`config.mk`:
```
export PLATFORM = sky130hd
export DESIGN_NAME = hsv_ball_post_centroid
export DESIGN_NICKNAME = d
export VERILOG_FILES = /design/src/hdl/hbpc_pkg.sv /design/src/hdl/hbpc_front.sv /design/src/hdl/hbpc_queue.sv /design/src/hdl/hbpc_back.sv /design/src/hdl/hsv_ball_post_centroid.sv
export SDC_FILE = /design/constraint.sdc
export NUM_CORES = 1
export LEC_CHECK = 0
export ABC_AREA = 0
export BUFFER_PORTS_ARGS = -buffer_cell sky130_fd_sc_hd__buf_2
export CAP_MARGIN = 10
export CORE_MARGIN = 2
export CORE_UTILIZATION = 45
export CTS_CLUSTER_SIZE = 25
export DETAILED_ROUTE_END_ITERATION = 8
export HOLD_SLACK_MARGIN = 0.06
export PLACE_DENSITY_LB_ADDON = 0.2
export RECOVER_POWER = 25
export SETUP_SLACK_MARGIN = 0.05
export SYNTH_ARGS = -nofsm -noshare
export SYNTH_HDL_FRONTEND = slang
export SYNTH_SLANG_ARGS = --single-unit
```
`constraint.sdc`:
```
create_clock -name i_clk -period 18.9 [get_ports i_clk]
set_input_delay 2.835 -clock i_clk [delete_from_list [all_inputs] [get_ports i_clk]]
set_output_delay 2.835 -clock i_clk [all_outputs]
set_load 0.03 [all_outputs]
```
`src/hdl/hbpc_pkg.sv`:
```
// Package with the constants, codes and types of the ball and post centroid block.
`default_nettype none

package hbpc_pkg;

    // Frame geometry and gap rule.
    localparam int MAX_WIDTH   = 1024;
    localparam int MAX_HEIGHT  = 1024;
    localparam int GAP_COLUMNS = 20;

    // Field and state widths.
    localparam int PIX_W       = 8;
    localparam int COORD_W     = 10;
    localparam int CFG_IDX_W   = 4;
    localparam int SUM_W       = 32;
    localparam int CNT_W       = 21;
    localparam int GAP_W       = 6;
    localparam int NUM_ACC     = 3;
    localparam int ACC_W       = $clog2(NUM_ACC);
    localparam int NUM_MEAN    = 2 * NUM_ACC;
    localparam int MEAN_IDX_W  = $clog2(NUM_MEAN);
    localparam int QUEUE_DEPTH = 4;

    // Accumulator slots.
    localparam logic [ACC_W-1:0] ACC_BALL  = ACC_W'(0);
    localparam logic [ACC_W-1:0] ACC_POST0 = ACC_W'(1);
    localparam logic [ACC_W-1:0] ACC_POST1 = ACC_W'(2);

    localparam logic [CNT_W-1:0] CNT_MAX   = '1;
    localparam logic [GAP_W-1:0] GAP_MAX   = '1;
    localparam logic [GAP_W-1:0] GAP_LIMIT = GAP_W'(GAP_COLUMNS);

    // Register reset values.
    localparam logic [PIX_W-1:0] RST_BALL_HUE_LOW  = 8'd19;
    localparam logic [PIX_W-1:0] RST_BALL_HUE_HIGH = 8'd24;
    localparam logic [PIX_W-1:0] RST_BALL_SAT_LOW  = 8'd239;
    localparam logic [PIX_W-1:0] RST_BALL_SAT_HIGH = 8'd250;
    localparam logic [PIX_W-1:0] RST_BALL_VAL_LOW  = 8'd221;
    localparam logic [PIX_W-1:0] RST_POST_SAT_LOW  = 8'd171;
    localparam logic [PIX_W-1:0] RST_POST_SAT_HIGH = 8'd220;
    localparam logic [PIX_W-1:0] RST_POST_VAL_LOW  = 8'd216;

    // Register indexes of the configuration port.
    typedef enum logic [CFG_IDX_W-1:0] {
        CFG_BALL_HUE_LOW  = 4'd0,
        CFG_BALL_HUE_HIGH = 4'd1,
        CFG_BALL_SAT_LOW  = 4'd2,
        CFG_BALL_SAT_HIGH = 4'd3,
        CFG_BALL_VAL_LOW  = 4'd4,
        CFG_POST_SAT_LOW  = 4'd5,
        CFG_POST_SAT_HIGH = 4'd6,
        CFG_POST_VAL_LOW  = 4'd7
    } t_cfg_index;

    // One classified pixel word as it sits in the queue.
    typedef struct packed {
        logic               ball;
        logic               post;
        logic [COORD_W-1:0] column;
        logic [COORD_W-1:0] row;
        logic               col_end;
        logic               frame_end;
    } t_word;

    // Queue fill status seen by both sides.
    typedef struct packed {
        logic full;
        logic empty;
    } t_q_status;

endpackage

`default_nettype wire

```
`src/hdl/hbpc_front.sv`:
```
// Front end: configuration registers and color window classification of pixels.
`default_nettype none

module hbpc_front (
    input  wire logic                        i_clk,
    input  wire logic                        i_rst_n,
    input  wire logic                        i_cfg_valid,
    output logic                             o_cfg_ready,
    input  wire logic [hbpc_pkg::CFG_IDX_W-1:0] i_cfg_index,
    input  wire logic [hbpc_pkg::PIX_W-1:0]  i_cfg_data,
    input  wire logic [hbpc_pkg::PIX_W-1:0]  i_hue,
    input  wire logic [hbpc_pkg::PIX_W-1:0]  i_saturation,
    input  wire logic [hbpc_pkg::PIX_W-1:0]  i_brightness,
    input  wire logic [hbpc_pkg::COORD_W-1:0] i_column,
    input  wire logic [hbpc_pkg::COORD_W-1:0] i_row,
    input  wire logic                        i_column_end,
    input  wire logic                        i_frame_end,
    output hbpc_pkg::t_word                  o_word
);
    import hbpc_pkg::*;

    logic [PIX_W-1:0] r_ball_hue_low, r_ball_hue_high, r_ball_sat_low, r_ball_sat_high;
    logic [PIX_W-1:0] r_ball_val_low, r_post_sat_low, r_post_sat_high, r_post_val_low;
    logic             in_range;

    // The register port never stalls.
    assign o_cfg_ready = 1'b1;

    // Register writes.
    always_ff @(posedge i_clk) begin
        if (!i_rst_n) begin
            r_ball_hue_low  <= RST_BALL_HUE_LOW;
            r_ball_hue_high <= RST_BALL_HUE_HIGH;
            r_ball_sat_low  <= RST_BALL_SAT_LOW;
            r_ball_sat_high <= RST_BALL_SAT_HIGH;
            r_ball_val_low  <= RST_BALL_VAL_LOW;
            r_post_sat_low  <= RST_POST_SAT_LOW;
            r_post_sat_high <= RST_POST_SAT_HIGH;
            r_post_val_low  <= RST_POST_VAL_LOW;
        end else if (i_cfg_valid) begin
            case (i_cfg_index)
                CFG_BALL_HUE_LOW:  r_ball_hue_low  <= i_cfg_data;
                CFG_BALL_HUE_HIGH: r_ball_hue_high <= i_cfg_data;
                CFG_BALL_SAT_LOW:  r_ball_sat_low  <= i_cfg_data;
                CFG_BALL_SAT_HIGH: r_ball_sat_high <= i_cfg_data;
                CFG_BALL_VAL_LOW:  r_ball_val_low  <= i_cfg_data;
                CFG_POST_SAT_LOW:  r_post_sat_low  <= i_cfg_data;
                CFG_POST_SAT_HIGH: r_post_sat_high <= i_cfg_data;
                CFG_POST_VAL_LOW:  r_post_val_low  <= i_cfg_data;
                default: ;
            endcase
        end
    end

    // Pixels outside the frame match no color.
    assign in_range = (32'(i_column) < MAX_WIDTH) && (32'(i_row) < MAX_HEIGHT);

    // Inclusive window tests; an inverted window matches nothing.
    always_comb begin
        o_word.ball = in_range
            && (i_hue >= r_ball_hue_low) && (i_hue <= r_ball_hue_high)
            && (i_saturation >= r_ball_sat_low) && (i_saturation <= r_ball_sat_high)
            && (i_brightness >= r_ball_val_low);
        o_word.post = in_range
            && (i_saturation >= r_post_sat_low) && (i_saturation <= r_post_sat_high)
            && (i_brightness >= r_post_val_low);
        o_word.column    = i_column;
        o_word.row       = i_row;
        o_word.col_end   = i_column_end;
        o_word.frame_end = i_frame_end;
    end

endmodule

`default_nettype wire

```
`src/hdl/hbpc_queue.sv`:
```
// Short queue of classified pixel words between the front and the back end.
`default_nettype none

module hbpc_queue (
    input  wire logic        i_clk,
    input  wire logic        i_rst_n,
    input  wire logic        i_push,
    input  hbpc_pkg::t_word  i_word,
    input  wire logic        i_pop,
    output hbpc_pkg::t_word  o_word,
    output hbpc_pkg::t_q_status o_status
);
    import hbpc_pkg::*;

    localparam int PTR_W   = $clog2(QUEUE_DEPTH);
    localparam int COUNT_W = $clog2(QUEUE_DEPTH + 1);
    localparam logic [PTR_W-1:0]   PTR_LAST = PTR_W'(QUEUE_DEPTH - 1);
    localparam logic [COUNT_W-1:0] COUNT_FULL = COUNT_W'(QUEUE_DEPTH);

    t_word              r_mem [QUEUE_DEPTH];
    logic [PTR_W-1:0]   r_wr_ptr, r_rd_ptr;
    logic [COUNT_W-1:0] r_count;
    logic               do_push, do_pop;

    assign o_status.full  = (r_count == COUNT_FULL);
    assign o_status.empty = (r_count == '0);
    assign do_push = i_push && !o_status.full;
    assign do_pop  = i_pop && !o_status.empty;
    assign o_word  = r_mem[r_rd_ptr];

    // Storage needs no reset.
    always_ff @(posedge i_clk) begin
        if (do_push) begin
            r_mem[r_wr_ptr] <= i_word;
        end
    end

    // Pointers and fill count.
    always_ff @(posedge i_clk) begin
        if (!i_rst_n) begin
            r_wr_ptr <= '0;
            r_rd_ptr <= '0;
            r_count  <= '0;
        end else begin
            if (do_push) begin
                r_wr_ptr <= (r_wr_ptr == PTR_LAST) ? '0 : r_wr_ptr + 1'b1;
            end
            if (do_pop) begin
                r_rd_ptr <= (r_rd_ptr == PTR_LAST) ? '0 : r_rd_ptr + 1'b1;
            end
            if (do_push && !do_pop) begin
                r_count <= r_count + 1'b1;
            end else if (do_pop && !do_push) begin
                r_count <= r_count - 1'b1;
            end
        end
    end

endmodule

`default_nettype wire

```
`src/hdl/hbpc_back.sv`:
```
// Back end: coordinate accumulation, post gap tracking, frame-end division and result register.
`default_nettype none

module hbpc_back (
    input  wire logic        i_clk,
    input  wire logic        i_rst_n,
    input  hbpc_pkg::t_word  i_word,
    input  hbpc_pkg::t_q_status i_status,
    output logic             o_pop,
    output logic             o_valid,
    input  wire logic        i_stall,
    output logic             o_ball_found,
    output logic [hbpc_pkg::COORD_W-1:0] o_ball_x,
    output logic [hbpc_pkg::COORD_W-1:0] o_ball_y,
    output logic             o_first_post_found,
    output logic [hbpc_pkg::COORD_W-1:0] o_first_post_x,
    output logic [hbpc_pkg::COORD_W-1:0] o_first_post_y,
    output logic             o_second_post_found,
    output logic [hbpc_pkg::COORD_W-1:0] o_second_post_x,
    output logic [hbpc_pkg::COORD_W-1:0] o_second_post_y
);
    import hbpc_pkg::*;

    // The bit counter runs from COORD_W (load) down to zero.
    localparam int BIT_W = $clog2(COORD_W + 1);
    localparam logic [BIT_W-1:0]      BIT_LOAD  = BIT_W'(COORD_W);
    localparam logic [MEAN_IDX_W-1:0] MEAN_LAST = MEAN_IDX_W'(NUM_MEAN - 1);

    typedef enum logic [1:0] {
        S_ACC,
        S_DIV,
        S_HOLD
    } t_state;

    t_state             r_state;
    logic [SUM_W-1:0]   r_sum_x [NUM_ACC];
    logic [SUM_W-1:0]   r_sum_y [NUM_ACC];
    logic [CNT_W-1:0]   r_cnt   [NUM_ACC];
    logic [SUM_W-1:0]   n_sum_x [NUM_ACC];
    logic [SUM_W-1:0]   n_sum_y [NUM_ACC];
    logic [CNT_W-1:0]   n_cnt   [NUM_ACC];
    logic               r_select, n_select;
    logic [GAP_W-1:0]   r_gap, n_gap;
    logic               r_saw, n_saw;

    logic [MEAN_IDX_W-1:0] r_div_idx;
    logic [BIT_W-1:0]      r_bit;
    logic [SUM_W-1:0]      r_rem;
    logic [COORD_W-1:0]    r_quot;
    logic [COORD_W-1:0]    r_mean [NUM_MEAN];

    logic [ACC_W-1:0]   post_k;
    logic               post0_nz;
    logic [ACC_W-1:0]   div_acc;
    logic [SUM_W-1:0]   div_sum, div_den;
    logic               div_ge;
    logic [COORD_W-1:0] quot_next;
    logic               out_free;

    assign o_pop    = (r_state == S_ACC) && !i_status.empty;
    assign out_free = !o_valid || !i_stall;
    assign post_k   = r_select ? ACC_POST1 : ACC_POST0;

    // Next accumulator and gap state for the word at the head of the queue.
    always_comb begin
        for (int a = 0; a < NUM_ACC; a++) begin
            n_sum_x[a] = r_sum_x[a];
            n_sum_y[a] = r_sum_y[a];
            n_cnt[a]   = r_cnt[a];
        end
        n_select = r_select;
        n_gap    = r_gap;
        n_saw    = r_saw;
        post0_nz = (r_cnt[ACC_POST0] != '0) || (i_word.post && !r_select);

        if (i_word.ball && (r_cnt[ACC_BALL] != CNT_MAX)) begin
            n_sum_x[ACC_BALL] = r_sum_x[ACC_BALL] + SUM_W'(i_word.column);
            n_sum_y[ACC_BALL] = r_sum_y[ACC_BALL] + SUM_W'(i_word.row);
            n_cnt[ACC_BALL]   = r_cnt[ACC_BALL] + 1'b1;
        end
        if (i_word.post) begin
            n_saw = 1'b1;
            if (r_cnt[post_k] != CNT_MAX) begin
                n_sum_x[post_k] = r_sum_x[post_k] + SUM_W'(i_word.column);
                n_sum_y[post_k] = r_sum_y[post_k] + SUM_W'(i_word.row);
                n_cnt[post_k]   = r_cnt[post_k] + 1'b1;
            end
        end

        // A post-free column after the first post pixel extends the gap.
        if (i_word.col_end) begin
            if (post0_nz && !n_saw && (r_gap != GAP_MAX)) begin
                n_gap = r_gap + 1'b1;
            end
            if (n_gap > GAP_LIMIT) begin
                n_select = 1'b1;
            end
            n_saw = 1'b0;
        end
    end

    // One restoring step a cycle; the mean fits in COORD_W bits since each
    // coordinate is below 2^COORD_W, so only that many quotient bits are formed.
    assign div_acc   = ACC_W'(r_div_idx >> 1);
    assign div_sum   = r_div_idx[0] ? r_sum_y[div_acc] : r_sum_x[div_acc];
    assign div_den   = SUM_W'(r_cnt[div_acc]) << r_bit;
    assign div_ge    = (r_rem >= div_den);
    always_comb begin
        quot_next = r_quot;
        if (div_ge) begin
            quot_next[r_bit[$clog2(COORD_W)-1:0]] = 1'b1;
        end
    end

    // State, accumulators, divider and result register.
    always_ff @(posedge i_clk) begin
        if (!i_rst_n) begin
            r_state  <= S_ACC;
            o_valid  <= 1'b0;
            r_select <= 1'b0;
            r_gap    <= '0;
            r_saw    <= 1'b0;
            for (int a = 0; a < NUM_ACC; a++) begin
                r_sum_x[a] <= '0;
                r_sum_y[a] <= '0;
                r_cnt[a]   <= '0;
            end
        end else begin
            if (o_valid && !i_stall) begin
                o_valid <= 1'b0;
            end
            case (r_state)
                S_ACC: begin
                    if (!i_status.empty) begin
                        for (int a = 0; a < NUM_ACC; a++) begin
                            r_sum_x[a] <= n_sum_x[a];
                            r_sum_y[a] <= n_sum_y[a];
                            r_cnt[a]   <= n_cnt[a];
                        end
                        r_select <= n_select;
                        r_gap    <= n_gap;
                        r_saw    <= n_saw;
                        if (i_word.frame_end) begin
                            r_state   <= S_DIV;
                            r_div_idx <= '0;
                            r_bit     <= BIT_LOAD;
                        end
                    end
                end
                S_DIV: begin
                    if (r_bit == BIT_LOAD) begin
                        r_rem  <= div_sum;
                        r_quot <= '0;
                        r_bit  <= r_bit - 1'b1;
                    end else begin
                        if (div_ge) begin
                            r_rem <= r_rem - div_den;
                        end
                        r_quot <= quot_next;
                        if (r_bit == '0) begin
                            r_mean[r_div_idx] <= quot_next;
                            r_bit <= BIT_LOAD;
                            if (r_div_idx == MEAN_LAST) begin
                                r_state <= S_HOLD;
                            end else begin
                                r_div_idx <= r_div_idx + 1'b1;
                            end
                        end else begin
                            r_bit <= r_bit - 1'b1;
                        end
                    end
                end
                S_HOLD: begin
                    // Publish once the result register is free, then start a new frame.
                    if (out_free) begin
                        o_valid             <= 1'b1;
                        o_ball_found        <= (r_cnt[ACC_BALL] != '0);
                        o_ball_x            <= (r_cnt[ACC_BALL] != '0) ? r_mean[0] : '0;
                        o_ball_y            <= (r_cnt[ACC_BALL] != '0) ? r_mean[1] : '0;
                        o_first_post_found  <= (r_cnt[ACC_POST0] != '0);
                        o_first_post_x      <= (r_cnt[ACC_POST0] != '0) ? r_mean[2] : '0;
                        o_first_post_y      <= (r_cnt[ACC_POST0] != '0) ? r_mean[3] : '0;
                        o_second_post_found <= (r_cnt[ACC_POST1] != '0);
                        o_second_post_x     <= (r_cnt[ACC_POST1] != '0) ? r_mean[4] : '0;
                        o_second_post_y     <= (r_cnt[ACC_POST1] != '0) ? r_mean[5] : '0;
                        for (int a = 0; a < NUM_ACC; a++) begin
                            r_sum_x[a] <= '0;
                            r_sum_y[a] <= '0;
                            r_cnt[a]   <= '0;
                        end
                        r_select <= 1'b0;
                        r_gap    <= '0;
                        r_saw    <= 1'b0;
                        r_state  <= S_ACC;
                    end
                end
                default: begin
                    r_state <= S_ACC;
                end
            endcase
        end
    end

endmodule

`default_nettype wire

```
`src/hdl/hsv_ball_post_centroid.sv`:
```
// Top level of the HSV ball and post centroid block.
//
// Pixels of one frame enter on the input channel (i_valid / o_stall) in
// column-major order with their column, row and end marks. Each pixel is
// classified against the ball and post color windows as it is accepted and
// lands in a four-word queue; the back end takes one word a cycle from it
// while it is accumulating a frame. The eight window registers are written
// through the register port, which is always ready; write them only while
// the block is idle. Throughput is one pixel per cycle while the queue has
// room. After a frame_end word the back end runs one shared restoring
// divider for six means in turn, and the result word appears on o_valid /
// i_stall after all six. Meanwhile the queue fills with the following
// pixels, and o_stall then stays high until the result is registered.
// A result waits in its output register while i_stall is high; the next
// frame accumulates meanwhile, and only its own result must wait for the
// register to free up. Synchronous reset restores the window defaults,
// empties the queue, clears the frame accumulators and drops o_valid.
`default_nettype none

module hsv_ball_post_centroid (
    input  wire logic        i_clk,
    input  wire logic        i_rst_n,
    input  wire logic        i_cfg_valid,
    output logic             o_cfg_ready,
    input  wire logic [hbpc_pkg::CFG_IDX_W-1:0] i_cfg_index,
    input  wire logic [hbpc_pkg::PIX_W-1:0]     i_cfg_data,
    input  wire logic        i_valid,
    output logic             o_stall,
    input  wire logic [hbpc_pkg::PIX_W-1:0]     i_hue,
    input  wire logic [hbpc_pkg::PIX_W-1:0]     i_saturation,
    input  wire logic [hbpc_pkg::PIX_W-1:0]     i_brightness,
    input  wire logic [hbpc_pkg::COORD_W-1:0]   i_column,
    input  wire logic [hbpc_pkg::COORD_W-1:0]   i_row,
    input  wire logic        i_column_end,
    input  wire logic        i_frame_end,
    output logic             o_valid,
    input  wire logic        i_stall,
    output logic             o_ball_found,
    output logic [hbpc_pkg::COORD_W-1:0] o_ball_x,
    output logic [hbpc_pkg::COORD_W-1:0] o_ball_y,
    output logic             o_first_post_found,
    output logic [hbpc_pkg::COORD_W-1:0] o_first_post_x,
    output logic [hbpc_pkg::COORD_W-1:0] o_first_post_y,
    output logic             o_second_post_found,
    output logic [hbpc_pkg::COORD_W-1:0] o_second_post_x,
    output logic [hbpc_pkg::COORD_W-1:0] o_second_post_y
);
    import hbpc_pkg::*;

    t_word     front_word, head_word;
    t_q_status q_status;
    logic      pop;

    // The input stalls only while the queue is full.
    assign o_stall = q_status.full;

    hbpc_front u_front (
        .i_clk        (i_clk),
        .i_rst_n      (i_rst_n),
        .i_cfg_valid  (i_cfg_valid),
        .o_cfg_ready  (o_cfg_ready),
        .i_cfg_index  (i_cfg_index),
        .i_cfg_data   (i_cfg_data),
        .i_hue        (i_hue),
        .i_saturation (i_saturation),
        .i_brightness (i_brightness),
        .i_column     (i_column),
        .i_row        (i_row),
        .i_column_end (i_column_end),
        .i_frame_end  (i_frame_end),
        .o_word       (front_word)
    );

    hbpc_queue u_queue (
        .i_clk    (i_clk),
        .i_rst_n  (i_rst_n),
        .i_push   (i_valid),
        .i_word   (front_word),
        .i_pop    (pop),
        .o_word   (head_word),
        .o_status (q_status)
    );

    hbpc_back u_back (
        .i_clk               (i_clk),
        .i_rst_n             (i_rst_n),
        .i_word              (head_word),
        .i_status            (q_status),
        .o_pop               (pop),
        .o_valid             (o_valid),
        .i_stall             (i_stall),
        .o_ball_found        (o_ball_found),
        .o_ball_x            (o_ball_x),
        .o_ball_y            (o_ball_y),
        .o_first_post_found  (o_first_post_found),
        .o_first_post_x      (o_first_post_x),
        .o_first_post_y      (o_first_post_y),
        .o_second_post_found (o_second_post_found),
        .o_second_post_x     (o_second_post_x),
        .o_second_post_y     (o_second_post_y)
    );

endmodule

`default_nettype wire

```
==> flow_metrics.env <==
export IMPL_status="finished with violations"
export IMPL_violations="max-capacitance violations, max-slew violations"
export IMPL_initial_utilization=0.455
export IMPL_crit_fanout=86
export IMPL_period_share=0.400
export IMPL_top_usage_layer="met2"
export IMPL_drive_gt1_frac=0.108
export IMPL_drtAntennaViolNets=0
export IMPL_ys_warn_count=0
export IMPL_grt_pass1_vias=25229
export IMPL_overflow=0
export IMPL_ys_async_sr_fraction=0
export IMPL_cts_buffer_depth=3
export IMPL_instances_no_fill=4418
export IMPL_synth_simple_gate_area_frac=0.156
export IMPL_root_buffer="clkbuf_16"
export IMPL_cp_arrival_ns=7.80
export IMPL_htree_num_levels=3
export IMPL_gp_congestion=0.926
export IMPL_clock_latency_ns=0.63
export IMPL_synth_edf_count=523
export IMPL_dr_first_iter_drc_count=2089
export IMPL_grt_max_degree=87
export IMPL_muxShareOfSynthArea=0.0974
export IMPL_synth_cells=3256
export IMPL_grt_antenna_before_repair=2
export IMPL_remaining_drc_errors=0
export IMPL_worst_slack_ns=11.34
export IMPL_hold_buffers=0
export IMPL_routed_wl_um=89700
export IMPL_use_met3=0.0292
export IMPL_core_sq_um=77500
export IMPL_max_freq_mhz=132
export IMPL_clock_sinks=609
export IMPL_hp_class="flip-flop to flip-flop"
export IMPL_seq_area_frac_synth=0.494
export IMPL_syn_num_nets=3477
export IMPL_fin_setup_tns_ns=0
export IMPL_pin_count=129
export IMPL_required_ns=19.14
export IMPL_synthXorXnorAreaFrac=0.0402
export IMPL_min_period_ns=7.56
export IMPL_grtUsageTotal=0.220
export IMPL_tightest_slew_ns=3.53
export IMPL_rsz0062_at_grt="no"
export IMPL_die_h_um=284
export IMPL_cts_buffers_inserted=71
export IMPL_pre_cts_slack_ns=11.89
export IMPL_hold_viol=0
export IMPL_met1_usage=0.304
export IMPL_worstSetupEndpointType="flip-flop"
export IMPL_synth_top_cell_area_share=0.445
export IMPL_cap_violations=6
export IMPL_fillCellCount=6820
export IMPL_ys_flop_type="edfxtp_1"
export IMPL_portBuffers=127
export IMPL_post_cts_buffers=0
export IMPL_synth_cell_area_sq_um=35300
export IMPL_cts_resized_gates=0
export IMPL_final_max_slew_viol_count=209
export IMPL_multi_input_area_sq_um=16700
export IMPL_p_per_area_nw_per_um2=163
export IMPL_ys_ff_latch=609
export IMPL_synth_area_leader_cell="edfxtp_1"
export IMPL_place_inst=4289
export IMPL_yosys_cell_count_top_type="edfxtp_1"
export IMPL_dieArea_sq_um=80600
export IMPL_via_per_inst=5.88
export IMPL_place_detailed_hpwl_um=63700
export IMPL_synth_compound_area_frac=0.120
export IMPL_yosys_cell_types_count=84
export IMPL_firstDrtPassIters=5
export IMPL_nets=3545
export IMPL_cts_tree="yes"
export IMPL_worst_setup_path_type="input port to flip-flop"
export IMPL_max_slew_margin=-1.36
export IMPL_grtUsageMet2=0.357
export IMPL_seqCellArea_sq_um=17400
export IMPL_avgSynthCellArea_sq_um=10.8
export IMPL_peakVddDrop_mv=0.0844
export IMPL_clkTransAtPathRegs_ns=0.06
export IMPL_yosys_area_share_adder=0.0573
export IMPL_area_growth_pct=11.0
export IMPL_synth_top_family_by_area="simple AND/OR/NAND/NOR gates"
export IMPL_netlist_top_cells_count="edfxtp_1 (523), nand2_1 (300), nor2_1 (255), mux2i_1 (198), a21oi_1 (193)"
export IMPL_clock_skew_ns=0.0267
export IMPL_finalSetupViolCount=0
export IMPL_ys_top_cells_by_area="edfxtp_1 (45%), mux2i_1 (5.6%), ha_1 (5.4%), dfxtp_1 (4.9%), mux4_2 (3.3%)"
export IMPL_cp_start_kind="input port"
export IMPL_vias=25981
export IMPL_rows=102
export IMPL_p_leak_nw=14.3
export IMPL_grt_pass1_wl_um=142000
export IMPL_wl_per_cell_um=20.3
export IMPL_fp_dieW_um=284
==> through the flow <==
stage / utilization / area, sq um / hold WS [ns] / power (mW)
final: 0.505 / 39100 / 0.476 / 6.39
after detailed placement: 0.475 / 36800 / 0.464 / 4.96
after global routing: 0.505 / 39100 / 0.503 / 6.78
after CTS: 0.506 / 39200 / 0.475 / 6.38
after floorplan: - / 35300 / 0.443 / 4.23
after global placement: 0.475 / 36800 / 0.458 / 4.87
==> routing by layer <==
layer  up-vias  wire length, um  part of all wire
met3       150             6060             0.068
met2       901            42000              0.47
met5         -               13           0.00014
met1     12698            39200              0.44
li1      12230                -                 -
met4         2             2470             0.028
==> where the power goes <==
part	internal, mW	switching (mW)
sequential	1.93	0.416
combinational	1.02	1.63
clock	0.821	0.576
total	3.77	2.62
==> final cells by class <==
cell class              instances  area share
flip-flops and latches        609       0.445
well taps                    1040      0.0332
inverters                     115      0.0111
diodes                          1   0.0000639
clock inverters                43      0.0137
clock buffers                  83      0.0473
multi-input cells            2354       0.426
repair buffers                173      0.0235
==> worst max-delay path, cell delays in order <==
cell,delay (ns)
buf_2,0.09
clkbuf_1,1.27
and3_1,0.80
a21oi_4,0.92
buf_4,0.90
buf_4,0.81
==> worst paths after layout <==
path / from / end / slack [ns] / cells after the start
setup / recovery: i_rst_n / u_back.r_sum_y[2][19] / 11.34 / 6
hold / removal: u_front.r_ball_val_low[1] / u_front.r_ball_val_low[1] / 0.48 / 2
setup reg to reg: flip-flop / u_back.r_rem[28] / 13.13 / 17
hold reg to reg: u_front.r_ball_val_low[1] / u_front.r_ball_val_low[1] / 0.48 / 2
==> cell usage in the layout, fill, tap and decap left out, drive strengths merged, types with 33 or more instances in the layout <==
cell	n
mux4	52
dfxtp	86
o21ai	130
xor2	87
a21oi	194
inv	115
nor2	255
ha	152
nand2b	33
nand3	90
nand4	43
clkbuf	116
and3	35
buf	140
xnor2	75
o21a	35
nor2b	115
mux2i	198
nand2	300
nor3	60
a21o	48
edfxtp	523
o211ai	69
or3	48
==> flip-flops by register name, summed over array words and instances (netlist names), 10 cells and up, named ones only <==
name                    flops
u_back.r_sum_x             96
u_back.r_sum_y             96
u_queue.r_mem              96
u_back.r_cnt               63
u_back.r_mean              60
u_back.r_rem               32
u_back.o_ball_x            10
u_back.o_ball_y            10
u_back.o_first_post_x      10
u_back.o_first_post_y      10
u_back.o_second_post_x     10
u_back.o_second_post_y     10
u_back.r_quot              10
==> logic make-up after synthesis <==
logic type | count (synthesis)
xor gates and xnor gates | 162
and+or+nand+nor | 1108
buffers and inverters | 293
muxes | 275
AOI/OAI and AO/OA | 650
other | 1
adders and majority gates | 158
DFF | 609
Note: power is estimated with default switching activity, not from simulation.
